<file path="src/sv/sphere_wireframe_line_indices_core_assert.svh">
// Assertion macros shared by the sphere wireframe line index generator.
`ifndef SPHERE_WIREFRAME_LINE_INDICES_CORE_ASSERT_SVH
`define SPHERE_WIREFRAME_LINE_INDICES_CORE_ASSERT_SVH

// The condition on the left implies the one on the right in the same cycle.
`define SWLI_ASSERT_NOW(lbl, ante, cons) \
	lbl: assert property (@(posedge clk) disable iff (!arst_n) (ante) |-> (cons)) \
		else $error("assertion failed");

// The condition on the left implies the one on the right in the next cycle.
`define SWLI_ASSERT_NEXT(lbl, ante, cons) \
	lbl: assert property (@(posedge clk) disable iff (!arst_n) (ante) |=> (cons)) \
		else $error("assertion failed");

`endif

</file>
<file path="src/sv/swli_pkg.sv">
// Types and constants of the sphere wireframe line index generator.
`default_nettype none

package swli_pkg;

	localparam int CFG_W    = 7;
	localparam int CFG_IDXW = 2;
	localparam int VERT_W   = 12;
	localparam int LINE_W   = 13;

	typedef logic [CFG_W-1:0]    cfg_data_t;
	typedef logic [CFG_IDXW-1:0] cfg_index_t;
	typedef logic [VERT_W-1:0]   vert_t;
	typedef logic [LINE_W-1:0]   line_t;
	typedef logic [1:0]          phase_t;

	localparam cfg_index_t REG_LATITUDE  = 2'd0;
	localparam cfg_index_t REG_LONGITUDE = 2'd1;

	localparam cfg_data_t LATITUDE_RESET  = 7'd8;
	localparam cfg_data_t LONGITUDE_RESET = 7'd8;

	localparam phase_t PH_RING  = 2'd0;
	localparam phase_t PH_NORTH = 2'd1;
	localparam phase_t PH_MERID = 2'd2;
	localparam phase_t PH_SOUTH = 2'd3;

endpackage

`default_nettype wire

</file>
<file path="src/sv/sphere_wireframe_line_indices_core.sv">
// Sphere wireframe line index generator: one edge of the UV-sphere edge list per transfer,
// in the order ring edges, north spokes, meridian segments, south spokes. Each accepted
// input item produces one result, registered in the output register; a new item is taken
// every cycle while the output register is empty or being drained, so the rate is one line
// per clock. The step logic is a few counter adds and compares plus one narrow multiply for
// the south ring base. A write to the latitude or longitude register sets it (out-of-range
// values are saturated) and returns the generator to line 0; write only while idle.
`default_nettype none

module sphere_wireframe_line_indices_core #(
	parameter int MAX_LATITUDE_STEPS  = 64,
	parameter int MAX_LONGITUDE_STEPS = 64
) (
	input  wire                     clk,
	input  wire                     arst_n,
	input  wire                     cfg_valid,
	output logic                    cfg_ready,
	input  wire  swli_pkg::cfg_index_t cfg_index,
	input  wire  swli_pkg::cfg_data_t  cfg_data,
	input  wire                     in_valid,
	output logic                    in_ready,
	input  wire                     restart,
	output logic                    out_valid,
	input  wire                     out_ready,
	output swli_pkg::vert_t         endpoint_a,
	output swli_pkg::vert_t         endpoint_b,
	output swli_pkg::line_t         line_number,
	output logic                    last_line
);

	import swli_pkg::*;

	localparam int MAXS = (MAX_LATITUDE_STEPS > MAX_LONGITUDE_STEPS) ?
		MAX_LATITUDE_STEPS : MAX_LONGITUDE_STEPS;
	localparam int CW   = $clog2(MAXS + 1);
	localparam int EW   = (CW > CFG_W) ? CW : CFG_W;
	localparam int PW   = 2 * CW;

	typedef logic [CW-1:0] cnt_t;

	cfg_data_t lat_q, lon_q;
	phase_t    phase_q;
	cnt_t      outer_q, inner_q;
	vert_t     rb_q;
	line_t     count_q;

	logic      in_xfer, cfg_xfer, cfg_hit;

	// Saturated register values.
	logic [EW-1:0] lat_ext, lon_ext;
	cnt_t          lat_e, lon_e, lat_m1, lat_m2;
	logic [PW-1:0] prod;
	vert_t         south_base;

	// Step view of the state, with restart applied first.
	phase_t ph_c;
	cnt_t   outer_c, inner_c, outer_p1, inner_p1;
	vert_t  rb_c;
	line_t  count_c;

	phase_t ph_n;
	cnt_t   outer_n, inner_n;
	vert_t  rb_n;
	vert_t  a_n, b_n;
	logic   last_n;

	assign cfg_ready = 1'b1;
	assign in_ready  = !out_valid || out_ready;
	assign in_xfer   = in_valid && in_ready;
	assign cfg_xfer  = cfg_valid && cfg_ready;
	assign cfg_hit   = cfg_xfer && (cfg_index == REG_LATITUDE || cfg_index == REG_LONGITUDE);

	always_comb begin
		lat_ext = EW'(lat_q);
		lon_ext = EW'(lon_q);
		if (lat_ext < EW'(2)) begin
			lat_e = CW'(2);
		end else if (lat_ext > EW'(MAX_LATITUDE_STEPS)) begin
			lat_e = CW'(MAX_LATITUDE_STEPS);
		end else begin
			lat_e = CW'(lat_ext);
		end
		if (lon_ext < EW'(4)) begin
			lon_e = CW'(4);
		end else if (lon_ext > EW'(MAX_LONGITUDE_STEPS)) begin
			lon_e = CW'(MAX_LONGITUDE_STEPS);
		end else begin
			lon_e = CW'(lon_ext);
		end
		lat_m1     = lat_e - CW'(1);
		lat_m2     = lat_e - CW'(2);
		prod       = PW'(lat_m2) * PW'(lon_e);
		south_base = VERT_W'(prod);
	end

	always_comb begin
		if (restart) begin
			ph_c    = PH_RING;
			outer_c = '0;
			inner_c = '0;
			rb_c    = '0;
			count_c = '0;
		end else begin
			ph_c    = phase_q;
			outer_c = outer_q;
			inner_c = inner_q;
			rb_c    = rb_q;
			count_c = count_q;
		end
		outer_p1 = outer_c + CW'(1);
		inner_p1 = inner_c + CW'(1);

		ph_n    = ph_c;
		outer_n = outer_c;
		inner_n = inner_p1;
		rb_n    = rb_c;
		last_n  = 1'b0;
		a_n     = '0;
		b_n     = '0;

		unique case (ph_c)
			PH_RING: begin
				if (inner_p1 < lon_e) begin
					a_n = rb_c + VERT_W'(inner_p1);
					b_n = rb_c + VERT_W'(inner_p1) + VERT_W'(1);
				end else begin
					a_n = rb_c + VERT_W'(1);
					b_n = rb_c + VERT_W'(lon_e);
				end
				if (inner_p1 >= lon_e) begin
					inner_n = '0;
					outer_n = outer_p1;
					rb_n    = rb_c + VERT_W'(lon_e);
					if (outer_p1 >= lat_m1) begin
						ph_n    = PH_NORTH;
						outer_n = '0;
						rb_n    = '0;
					end
				end
			end
			PH_NORTH: begin
				a_n = '0;
				b_n = VERT_W'(inner_p1);
				if (inner_p1 >= lon_e) begin
					inner_n = '0;
					outer_n = '0;
					if (lat_e > CW'(2)) begin
						ph_n = PH_MERID;
						rb_n = '0;
					end else begin
						ph_n = PH_SOUTH;
						rb_n = south_base;
					end
				end
			end
			PH_MERID: begin
				a_n  = rb_c + VERT_W'(outer_p1);
				b_n  = rb_c + VERT_W'(lon_e) + VERT_W'(outer_p1);
				rb_n = rb_c + VERT_W'(lon_e);
				if (inner_p1 >= lat_m2) begin
					inner_n = '0;
					rb_n    = '0;
					outer_n = outer_p1;
					if (outer_p1 >= lon_e) begin
						ph_n    = PH_SOUTH;
						outer_n = '0;
						rb_n    = south_base;
					end
				end
			end
			PH_SOUTH: begin
				a_n = rb_c + VERT_W'(inner_p1);
				b_n = south_base + VERT_W'(lon_e) + VERT_W'(1);
				if (inner_p1 >= lon_e) begin
					last_n  = 1'b1;
					ph_n    = PH_RING;
					outer_n = '0;
					inner_n = '0;
					rb_n    = '0;
				end
			end
			default: begin
				ph_n = PH_RING;
			end
		endcase
	end

	// Configuration registers and generator state.
	always_ff @(posedge clk or negedge arst_n) begin
		if (!arst_n) begin
			lat_q   <= LATITUDE_RESET;
			lon_q   <= LONGITUDE_RESET;
			phase_q <= PH_RING;
			outer_q <= '0;
			inner_q <= '0;
			rb_q    <= '0;
			count_q <= '0;
		end else begin
			if (cfg_xfer && cfg_index == REG_LATITUDE) begin
				lat_q <= cfg_data;
			end
			if (cfg_xfer && cfg_index == REG_LONGITUDE) begin
				lon_q <= cfg_data;
			end
			if (cfg_hit) begin
				phase_q <= PH_RING;
				outer_q <= '0;
				inner_q <= '0;
				rb_q    <= '0;
				count_q <= '0;
			end else if (in_xfer) begin
				phase_q <= ph_n;
				outer_q <= outer_n;
				inner_q <= inner_n;
				rb_q    <= rb_n;
				count_q <= last_n ? '0 : count_c + LINE_W'(1);
			end
		end
	end

	always_ff @(posedge clk or negedge arst_n) begin
		if (!arst_n) begin
			out_valid <= 1'b0;
		end else if (in_xfer) begin
			out_valid <= 1'b1;
		end else if (out_ready) begin
			out_valid <= 1'b0;
		end
	end

	always_ff @(posedge clk) begin
		if (in_xfer) begin
			endpoint_a  <= a_n;
			endpoint_b  <= b_n;
			line_number <= count_c;
			last_line   <= last_n;
		end
	end

`include "sphere_wireframe_line_indices_core_assert.svh"

	`SWLI_ASSERT_NEXT(a_restart_line0, in_valid && in_ready && restart, out_valid && line_number == '0)
	`SWLI_ASSERT_NOW(a_last_wraps, out_valid && last_line, count_q == '0 && phase_q == PH_RING)
	`SWLI_ASSERT_NOW(a_empty_takes, !out_valid, in_ready)
	`SWLI_ASSERT_NOW(a_north_clear, phase_q == PH_NORTH, outer_q == '0 && rb_q == '0)

endmodule

`default_nettype wire
</file>
<file path="config.mk">
export PLATFORM = sky130hd
export DESIGN_NAME = sphere_wireframe_line_indices_core
export DESIGN_NICKNAME = d
export VERILOG_FILES = /design/src/sv/swli_pkg.sv /design/src/sv/sphere_wireframe_line_indices_core.sv
export VERILOG_INCLUDE_DIRS = /design/src /design/src/sv
export SDC_FILE = /design/constraint.sdc
export NUM_CORES = 1
export LEC_CHECK = 0
export BUFFER_PORTS_ARGS = -buffer_cell sky130_fd_sc_hd__buf_2
export CAP_MARGIN = 20
export CORE_MARGIN = 4
export CORE_UTILIZATION = 35
export DETAILED_ROUTE_END_ITERATION = 7
export GPL_TIMING_DRIVEN = 0
export SYNTH_ARGS = -nofsm -noshare
export SYNTH_HDL_FRONTEND = slang
export SYNTH_SLANG_ARGS = --single-unit
</file>
<file path="constraint.sdc">
create_clock -name clk -period 6.2 [get_ports clk]
set_input_delay 0.93 -clock clk [delete_from_list [all_inputs] [get_ports clk]]
set_output_delay 0.93 -clock clk [all_outputs]
set_load 0.005 [all_outputs]
</file>
* Word-level counts from Yosys, hierarchy flattened
Index checks and enable logic that the tools add are counted.
Storage, ports and cells: logic and storage cells 106, register bits after elaboration 94, output and inout port bits 41, input port bits 15
Cells by class: reduce and logical (&&, ||, !) cells 13, multipliers 1, magnitude comparators 10, multiplexer cells 53, add/sub/neg operators 13, eq/ne operators 4
Operators by type and width (number):
- $mux 12 | 12
- $pmux 12 s4 | 3
- $mux 7 | 17
- $add 12x7->12 | 5
- $mux 13 | 4
- $add 12x1->12 const B | 3
- $ge 7x7->1 | 4
- $pmux 7 s3 | 1
- $mux 2 | 9
- $add 7x1->7 const B | 2
- $gt 7x7->1 const B | 2
- $pmux 7 s2 | 1
- $add 13x1->13 const B | 1
- $mul 7x7->12 | 1
- $pmux 2 s4 | 1
- $gt 7x2->1 const B | 1
- $lt 7x2->1 const B | 1
- $lt 7x3->1 const B | 1
- $lt 7x7->1 | 1
- $sub 7x1->7 const B | 1
- $sub 7x2->7 const B | 1
- $mux 1 | 5
- $eq 2x1->1 const B | 2
- $eq 2x2->1 const B | 2
- 7 further kinds | 13

* Depth between registers and ports, before layout
Gate-level depths: netlist of the first run.
word-level depth 10, gate-level depth with buffers 28, mapped depth without buffers 27

* Worst setup path after synthesis of the first run
Ideal clock, no wire load.
path type register -> register, start point register lat_q[4] (netlist: lat_ext[4]), end point register endpoint_b[7], data pin, library setup time 0.270 ns, stages on the path, launching flop included 26, period minus slack after synthesis 6.304 ns, setup slack -0.104 ns, required time 5.930 ns, arrival time 6.034 ns, buffers on the path 1, cells stage by stage dfrtp_1 -> buf_2 -> or3_4 -> nor2_1 -> o21ai_0 -> ha_1 -> xor2_1 -> nor2_1 -> fa_1 -> inv_1 -> fa_1 -> inv_1 -> fa_1 -> inv_1 -> fa_1 -> inv_1 -> ha_1 -> o21a_1 -> o31a_1 -> a21oi_1 -> ha_1 -> a21o_1 -> a31o_1 -> xor2_1 -> a311oi_1 -> a21oi_1
Between the ends: cells in the longest elaborated chain, start to end 8, elaborated cells on any way between the ends 9, classes of those cells 3 x add/sub; 1 x mul; 2 x order compare; 3 x mux
RTL lines:
- start, declared | RTL line sphere_wireframe_line_indices_core.sv:41 | cfg_data_t lat_q, lon_q;
- start signal, assigned | RTL line sphere_wireframe_line_indices_core.sv:200 | lat_q <= cfg_data;
- $gt 7x7->1 | RTL line sphere_wireframe_line_indices_core.sv:78 | end else if (lat_ext > EW'(MAX_LATITUDE_STEPS)) begin
- $mux 7 | RTL line sphere_wireframe_line_indices_core.sv:78
- $mux 7 (*) | RTL line sphere_wireframe_line_indices_core.sv:76 | if (lat_ext < EW'(2)) begin
- $sub 7x2->7 (*) | RTL line sphere_wireframe_line_indices_core.sv:91 | lat_m2 = lat_e - CW'(2);
- $mul 7x7->12 (*) | RTL line sphere_wireframe_line_indices_core.sv:92 | prod = PW'(lat_m2) * PW'(lon_e);
- $add 12x7->12 (*) | RTL line sphere_wireframe_line_indices_core.sv:173 | b_n = south_base + VERT_W'(lon_e) + VERT_W'(1);
- $add 12x1->12 (*) | RTL line sphere_wireframe_line_indices_core.sv:173
- $pmux 12 s4 (*) | RTL line sphere_wireframe_line_indices_core.sv:121 | unique case (ph_c)
- named net b_n[7] | RTL line sphere_wireframe_line_indices_core.sv:64 | vert_t a_n, b_n;
- end signal, assigned | RTL line sphere_wireframe_line_indices_core.sv:234 | endpoint_b <= b_n;
- end, declared | RTL line sphere_wireframe_line_indices_core.sv:26 | output swli_pkg::vert_t endpoint_b,
The timed path passes the listed nets; every way through them passes the cells marked *. A chain may end at the register's enable or synchronous reset.

* Worst setup path after layout of the first run
start point register lat_q[4] (netlist: lat_ext[4]), end point register endpoint_b[11], data pin
The elaborated chain is that of the path after synthesis.

==> qor_table.md, run 1 <==
| Result | Value |
| --- | --- |
| Number of cells on the worst hold path | 1 |
| Effective utilization at floorplan | 35.7% |
| Number of warnings issued by yosys | 0 |
| Reg-to-reg setup timing slack | -0.05 ns |
| Nature of the critical path startpoint | flip-flop |
| Layout filler cell count | 2,649 |
| Final Routed Wirelength | 31.1 mm |
| Antenna diode count | 0 |
| Number of pins exceeding their max-slew limit in the final report | 0 |
| Overall die height | 171 um |
| Final hold vios | 0 |
| Number of H-tree levels | 3 |
| R2R Path Start | lat_ext[4] |
| Most frequent standard cell in the layout excluding fill and tap cells | nor2_1 |
| Die area | 29,300 sq um |
| Num ports | 56 |
| Most used flip-flop cell after synthesis | dfrtp_1 |
| Max stage delay cell, worst path | fa_1 |
| Remaining design rule violation count | 0 |
| Number of port buffers | 54 |
| Count of flip-flops with a built-in enable after synthesis | 38 |
| Peak clock frequency supported by timing | 160 MHz |
| Most frequent cells in the layout | nor2_1, ha_1, inv_1, nand2_1, o21ai_0 |
| Signed area change from the synthesized netlist to the final layout | 15.4% |
| Cell type contributing the most total cell area after synthesis | dfrtp_1 |
| Distinct cell type count of the synthesized netlist | 78 |
| Post-synth ARST share | 59.6% |
| Vias per cell | 5.70 |
| Setup crit end | endpoint_b[11] |
| Cts bufs inserted | 9 |
| Post-DP Area | 10,100 sq um |
| Cell count after placement | 1,458 |
| Worst max-slew margin expressed relative to the limit | 29.7% |
| Category of the worst setup path capture point | flip-flop |
| CTS sink cnt | 94 |
| Total via count in the routed design | 8,510 |
| Wire length of the first global-routing pass | 47.7 mm |
| Flip-flop and latch count after synthesis | 94 |
| RSZ-0062 raised after global routing | yes |
| Post-Synthesis Cell Area | 9330 sq um |
| Clock slew seen by the registers of the worst setup and hold paths | 0.09 ns |
| Max_cap viols | 0 |
| Per-cell routed wire length | 20.8 um |
| Post-synthesis average cell area | 8.79 sq um |
| Fin area | 10,800 sq um |
| Largest stage delay, worst path | 0.54 ns |
| Worst setup path class | reg -> reg |
| Length of the first detailed-routing pass in iterations | 5 |
| Largest buffer count on any clock path | 2 |
| Min setup slack post-route | -0.0468 ns |
| Area share of the largest cell type after synthesis | 14.5% |
| Aggregate global-route resource usage | 21.1% |
| LEAKAGE | 0.00480 uW |
| Fin crit period | 6.25 ns |
| CP Data Required Time | 6.33 ns |
| Number of standard cells in the layout, taps in and fillers out | 1,493 |
| Power Total | 4320 uW |
| Largest fanout on the critical path | 6 |
| Clock tree from TritonCTS | yes |
| Antenna violations before repair | 0 |
| Post-synthesis instance total | 1,062 |
| Area of the core | 26,100 sq um |
| Worst-skew pair later-pin latency | 0.37 ns |
| Violations in the final reports | negative setup slack |
| Vias in the first global route | 8,186 |
| Antenna-violating nets left | 0 |
| Final #Nets | 1,292 |
| Pwr Density | 402 nW/um^2 |
| Initial DRC count | 946 |
| Slew at the pin closest to its max-slew limit | 1.05 ns |
| DPL Wire Length | 23.5 mm |
| Layout cell share with drive strength beyond 1 | 14.9% |
| CTS root buffer | clkbuf_16 |
| Setup WS pre-CTS | -1.07 ns |
| Cell types with the largest area share after synthesis | dfrtp_1, ha_1, edfxtp_1 |
| Gpl congestion | 0.959 |
| Most frequent CP cell | fa_1 |
| Worst Hold Class | reg -> reg |
| Final setup violation count | 3 |
| Arrival @ worst endpoint | 6.38 ns |
| Setup Skew | 0.0144 ns |
| Die width | 171 um |
| Largest net degree at the start of global routing | 36 |
| Hold WS | 0.501 ns |
| Row Count | 59 |
| Reg-to-Reg End | endpoint_b[11] |
| Sequential-to-total area share from yosys stat | 27.3% |
| Max IR drop VDD | 0.386 mV |
| Crit. Startpoint | lat_ext[4] |
| Worst reg2reg path depth | 28 |
| Outcome | finished with violations |
| Remaining Overflow, GRT | 0 |
| Final critical-path share of the clock period | 101% |
==> synthesized netlist by cell type (all sizes together) (7+ instances only) <==
cell type / number
nor2: 112
ha: 96
inv: 78
o21ai: 78
nand2: 75
a21oi: 62
xnor2: 56
dfrtp: 54
edfxtp: 38
nor2b: 36
xor2: 33
nand3: 31
fa: 28
clkbuf: 21
and3: 18
a21o: 17
a22o: 17
nand2b: 17
buf: 14
nor3: 14
o21a: 14
a211oi: 13
mux2: 13
a22oi: 12
a221oi: 11
mux2i: 8
a31oi: 7
==> power by group <==
group / total [uW] / switching, uW / internal (uW)
registers: 764 / 46.5 / 718
logic: 2970 / 1730 / 1240
clock network: 588 / 296 / 292
total: 4320 / 2070 / 2250
==> state kept, by name, indices dropped and copies added (netlist names), 12 cells and up <==
| name | count |
|---|---|
| count_q | 13 |
| endpoint_a | 12 |
| endpoint_b | 12 |
| line_number | 13 |
| rb_q | 12 |
==> per-layer routing <==
metal / wire length (um) / track usage (%) / part of all wire (%) / vias up
li1: - / - / - / 3980
met1: 13100 / 28.6 / 42 / 4068
met5: 0 / 0 / 0 / -
met2: 14200 / 33.7 / 46 / 384
met3: 2470 / 3.49 / 8.0 / 78
met4: 1310 / 8.61 / 4.2 / 0
==> layout make-up <==
type                    count  area [sq um]  share of cell area (%)
inverters                  78           293                    2.72
multi-input cells         860          6600                    61.2
well taps                 335           419                    3.89
clock inverters             6          52.6                   0.488
flip-flops and latches     94          2550                    23.6
clock buffers              10           239                    2.22
repair buffers             76           472                    4.38
plain buffers              34           153                    1.42
==> worst min-delay path by stage <==
stage | startpoint | to | slack [ns]
finish | lon_ext[0] | lon_ext[0] | 0.50
CTS | lon_ext[0] | lon_ext[0] | 0.50
global route | lon_ext[0] | lon_ext[0] | 0.53
floorplan | inner_q[1] | inner_q[1] | 0.46
detailed placement | lon_ext[0] | lon_ext[0] | 0.49
global placement | rb_q[4] | rb_q[4] | 0.48
==> stage by stage <==
step / utilization [%] / TNS (ns)
after CTS: 40.6 / -0.111
after detailed placement: 38.6 / -41.53
after global placement: 38.5 / -39.08
after global routing: 41.2 / -1.39
after floorplan: - / 0
final: 41.2 / -0.0755
==> repair_timing <==
action,in CTS,in global routing
setup buffers,7,13
pin swaps,8,26
hold buffers,0,0
setup endpoints to repair,56,26
gates resized for setup,26,21
==> kinds of logic (layout without fill, tap and decap cells) <==
logic type / Yosys count / count (layout) / share of synthesized area [%]
AND/OR/NAND/NOR: 331 / 331 / 17.1
AO/OA/AOI/OAI: 288 / 288 / 21.1
adder cells (fa/ha/maj): 124 / 124 / 18.9
buffers and inverters: 113 / 204 / 4.76
flip-flops: 94 / 94 / 27.3
XOR/XNOR: 89 / 89 / 8.35
multiplexers: 21 / 21 / 2.43
other: 2 / 7 / 0.0805
==> critical path, delay by kind of cell (launching register included) <==
family	cells	cell delay, ns
DFF	1	0.44
adders and majority gates	7	2.83
and+or+nand+nor	6	0.99
buffers and inverters	5	0.30
AOI/OAI and AO/OA	9	1.25
xor gates and xnor gates	1	0.19
Note: power is estimated with default switching activity, not from simulation.
==> run 2: changes to the inputs <==
==> constraint.sdc (replaced) <==
create_clock -name clk -period 6.2 [get_ports clk]
set_input_delay 0.31 -clock clk [delete_from_list [all_inputs] [get_ports clk]]
set_output_delay 0.31 -clock clk [all_outputs]
set_load 0.005 [all_outputs]
==> run 2 against run 1 <==
Net effect:
- the flow still finishes with violations (negative setup slack)
- global-route usage is essentially flat
- via count grew 0.52%
- die area is the same
- core utilization shrank 0.13 points
- critical path type unchanged
- critical endpoint unchanged
- first-iteration DRC count shrank 6.4%
- fmax is essentially flat
- routed wire length shrank 0.24%
- clock skew shrank 0.0017 ns
==> qor_table.md, run 2 (synthesis results as in run 1) <==
| Result | Value | Delta |
| --- | --- | --- |
| CTS root buffer | clkbuf_16 |  |
| Final #Nets | 1,290 | -0.15% |
| Switch Pwr | 2060 uW | -0.44% |
| Cts bufs inserted | 9 | unchanged |
| Num ports | 56 | unchanged |
| Total Neg Setup Slack | -0.0480 ns | +0.0275 ns |
| Worst setup path class | reg -> reg |  |
| Gpl congestion | 0.959 | unchanged |
| Vias per cell | 5.74 | +0.65% |
| Number of standard cells in the layout, taps in and fillers out | 1,491 | -0.13% |
| LEAKAGE | 0.00478 uW | -0.38% |
| Final setup violation count | 1 | -2 |
| Per-cell routed wire length | 20.8 um | -0.11% |
| Fin crit period | 6.25 ns | +0.00127 ns |
| Effective utilization at floorplan | 35.7% | unchanged |
| Row Count | 59 | unchanged |
| Final hold vios | 0 | unchanged |
| Clock tree from TritonCTS | yes |  |
| Setup Skew | 0.0127 ns | -0.00166 ns |
| Die width | 171 um | unchanged |
| Largest stage delay, worst path | 0.54 ns | about the same |
| Antenna diode count | 0 | unchanged |
| Vias in the first global route | 8,174 | -0.15% |
| Int Power | 2250 uW | -0.32% |
| Category of the worst setup path capture point | flip-flop |  |
| Signed area change from the synthesized netlist to the final layout | 15.1% |  |
| Worst max-slew margin expressed relative to the limit | 30.6% | +0.82 points |
| Nature of the critical path startpoint | flip-flop |  |
| Die area | 29,300 sq um | unchanged |
| Max_cap viols | 0 | unchanged |
| Max IR drop VDD | 0.385 mV | about the same |
| Initial DRC count | 885 | -6.4% |
| Max stage delay cell, worst path | fa_1 |  |
| Peak clock frequency supported by timing | 160 MHz | about the same |
| Antenna-violating nets left | 0 | unchanged |
| Remaining Overflow, GRT | 0 | unchanged |
| RSZ-0062 raised after global routing | yes |  |
| Worst-skew pair later-pin latency | 0.36 ns | about the same |
| Largest fanout on the critical path | 7 | +1 |
| Number of port buffers | 54 | unchanged |
| Total via count in the routed design | 8,554 | +0.52% |
| Combinational share of power | 68.7% | about the same |
| Antenna violations before repair | 0 | unchanged |
| Overall die height | 171 um | unchanged |
| Pwr Density | 401 nW/um^2 | about the same |
| Slew at the pin closest to its max-slew limit | 1.03 ns | -0.0123 ns |
| Biggest registers after layout | count_q (13), line_number (13) |  |
| DPL Wire Length | 23.5 mm | unchanged |
| Worst Hold Class | in -> reg |  |
| Most frequent CP cell | fa_1 |  |
| Number of H-tree levels | 3 | unchanged |
| Length of the first detailed-routing pass in iterations | 5 | unchanged |
| Most frequent standard cell in the layout excluding fill and tap cells | nor2_1 |  |
| Area of the core | 26,100 sq um | unchanged |
| Aggregate global-route resource usage | 21.2% | +0.044 points |
| Cell count after placement | 1,458 | unchanged |
| Largest buffer count on any clock path | 2 | unchanged |
| Min setup slack post-route | -0.0480 ns | -0.00127 ns |
| Outcome | finished with violations |  |
| Remaining design rule violation count | 0 | unchanged |
| Layout cell share with drive strength beyond 1 | 13.9% | -0.93 points |
| Sequential share of power | 17.8% | about the same |
| Clock slew seen by the registers of the worst setup and hold paths | 0.08 ns | about the same |
| Largest net degree at the start of global routing | 36 | unchanged |
| CTS sink cnt | 94 | unchanged |
| Final Routed Wirelength | 31.0 mm | -0.24% |
| Most frequent cells in the layout | nor2_1, ha_1, inv_1, nand2_1, o21ai_0 |  |
| CP Data Required Time | 6.32 ns | about the same |
| Clock power share | 13.6% | about the same |
| Power Total | 4310 uW | -0.37% |
| Violations in the final reports | negative setup slack |  |
| Switching Fraction | 47.9% | about the same |
| Wire length of the first global-routing pass | 47.9 mm | +0.32% |
| Arrival @ worst endpoint | 6.37 ns | about the same |
| Final critical-path share of the clock period | 101% | about the same |
| Number of pins exceeding their max-slew limit in the final report | 0 | unchanged |
## run 2: changes by cell type in the layout (fill, tap and decap cells not counted), sizes merged
cell         previous run  this run
buf                    88        86
dlygate4sd3             0         1
clkbuf                 32        31
## run 2: power by group through the flow
stage | clock [uW] | sequential [uW] | combinational (uW)
2_1_floorplan | 0 | 764 | 1650
3_3_place_gp | 0 | 774 | 2320
3_5_place_dp | 0 | 774 | 2350
4_1_cts | 595 | 765 | 2680
5_1_grt | 619 | 772 | 3240
6_report | 584 | 765 | 2960
## run 2: per-layer routing
layer,vias up,part of all wire [%],GRT usage (%)
li1,3972,-,-
met1,4122,43,28.7
met2,383,46,33.8
met3,77,7.5,3.38
met4,0,4.3,8.54
met5,-,0,0
## run 2: worst paths after layout
path	from	endpoint	slack, ns	depth (start not counted)
min in group asynchronous	arst_n	lon_ext[2]	0.47	2
setup / recovery	lat_ext[4]	endpoint_b[11]	-0.05	28
max in group asynchronous	arst_n	count_q[0]	5.11	3
setup reg to reg	lat_ext[4]	endpoint_b[11]	-0.05	28
hold reg to reg	lon_ext[0]	lon_ext[0]	0.50	1
hold / removal	in_valid	out_valid	0.16	2
## run 2: critical path: cells and delay by family, from the launching register on
family / cells / cell delay [ns]
DFF: 1 / 0.45
AOI/OAI and AO/OA: 9 / 1.25
xor gates and xnor gates: 1 / 0.19
adders and majority gates: 7 / 2.82
and+or+nand+nor: 6 / 1.00
buffers and inverters: 5 / 0.30
## run 2: through the flow
stage / hold WS [ns] / cell area (sq um) / setup slack [ns] / utilization, %
2_1_floorplan: 0.0144 / 9360 / 0.0269 / -
3_3_place_gp: 0.482 / 10100 / -0.791 / 38.5
3_5_place_dp: 0.337 / 10100 / -0.857 / 38.6
4_1_cts: 0.150 / 10600 / -0.0225 / 40.6
5_1_grt: 0.166 / 10700 / -0.358 / 41.1
6_report: 0.159 / 10700 / -0.0480 / 41.1
## run 2: final cells by class
cell class | count | area [sq um]
multi-input combinational | 860 | 6580
clock buffer | 10 | 239
sequential | 94 | 2550
buffer | 34 | 150
fill | 2643 | 15400
timing repair buffer | 74 | 455
clock inverter | 6 | 52.6
inverter | 78 | 293
tap | 335 | 419
## run 2: timing repair
item,CTS,global route
hold buffers,1,0
endpoints found under the setup margin,15,19
pin swaps,9,27
resized for setup,24,15
hold endpoints to repair,19,0
setup buffers,8,9
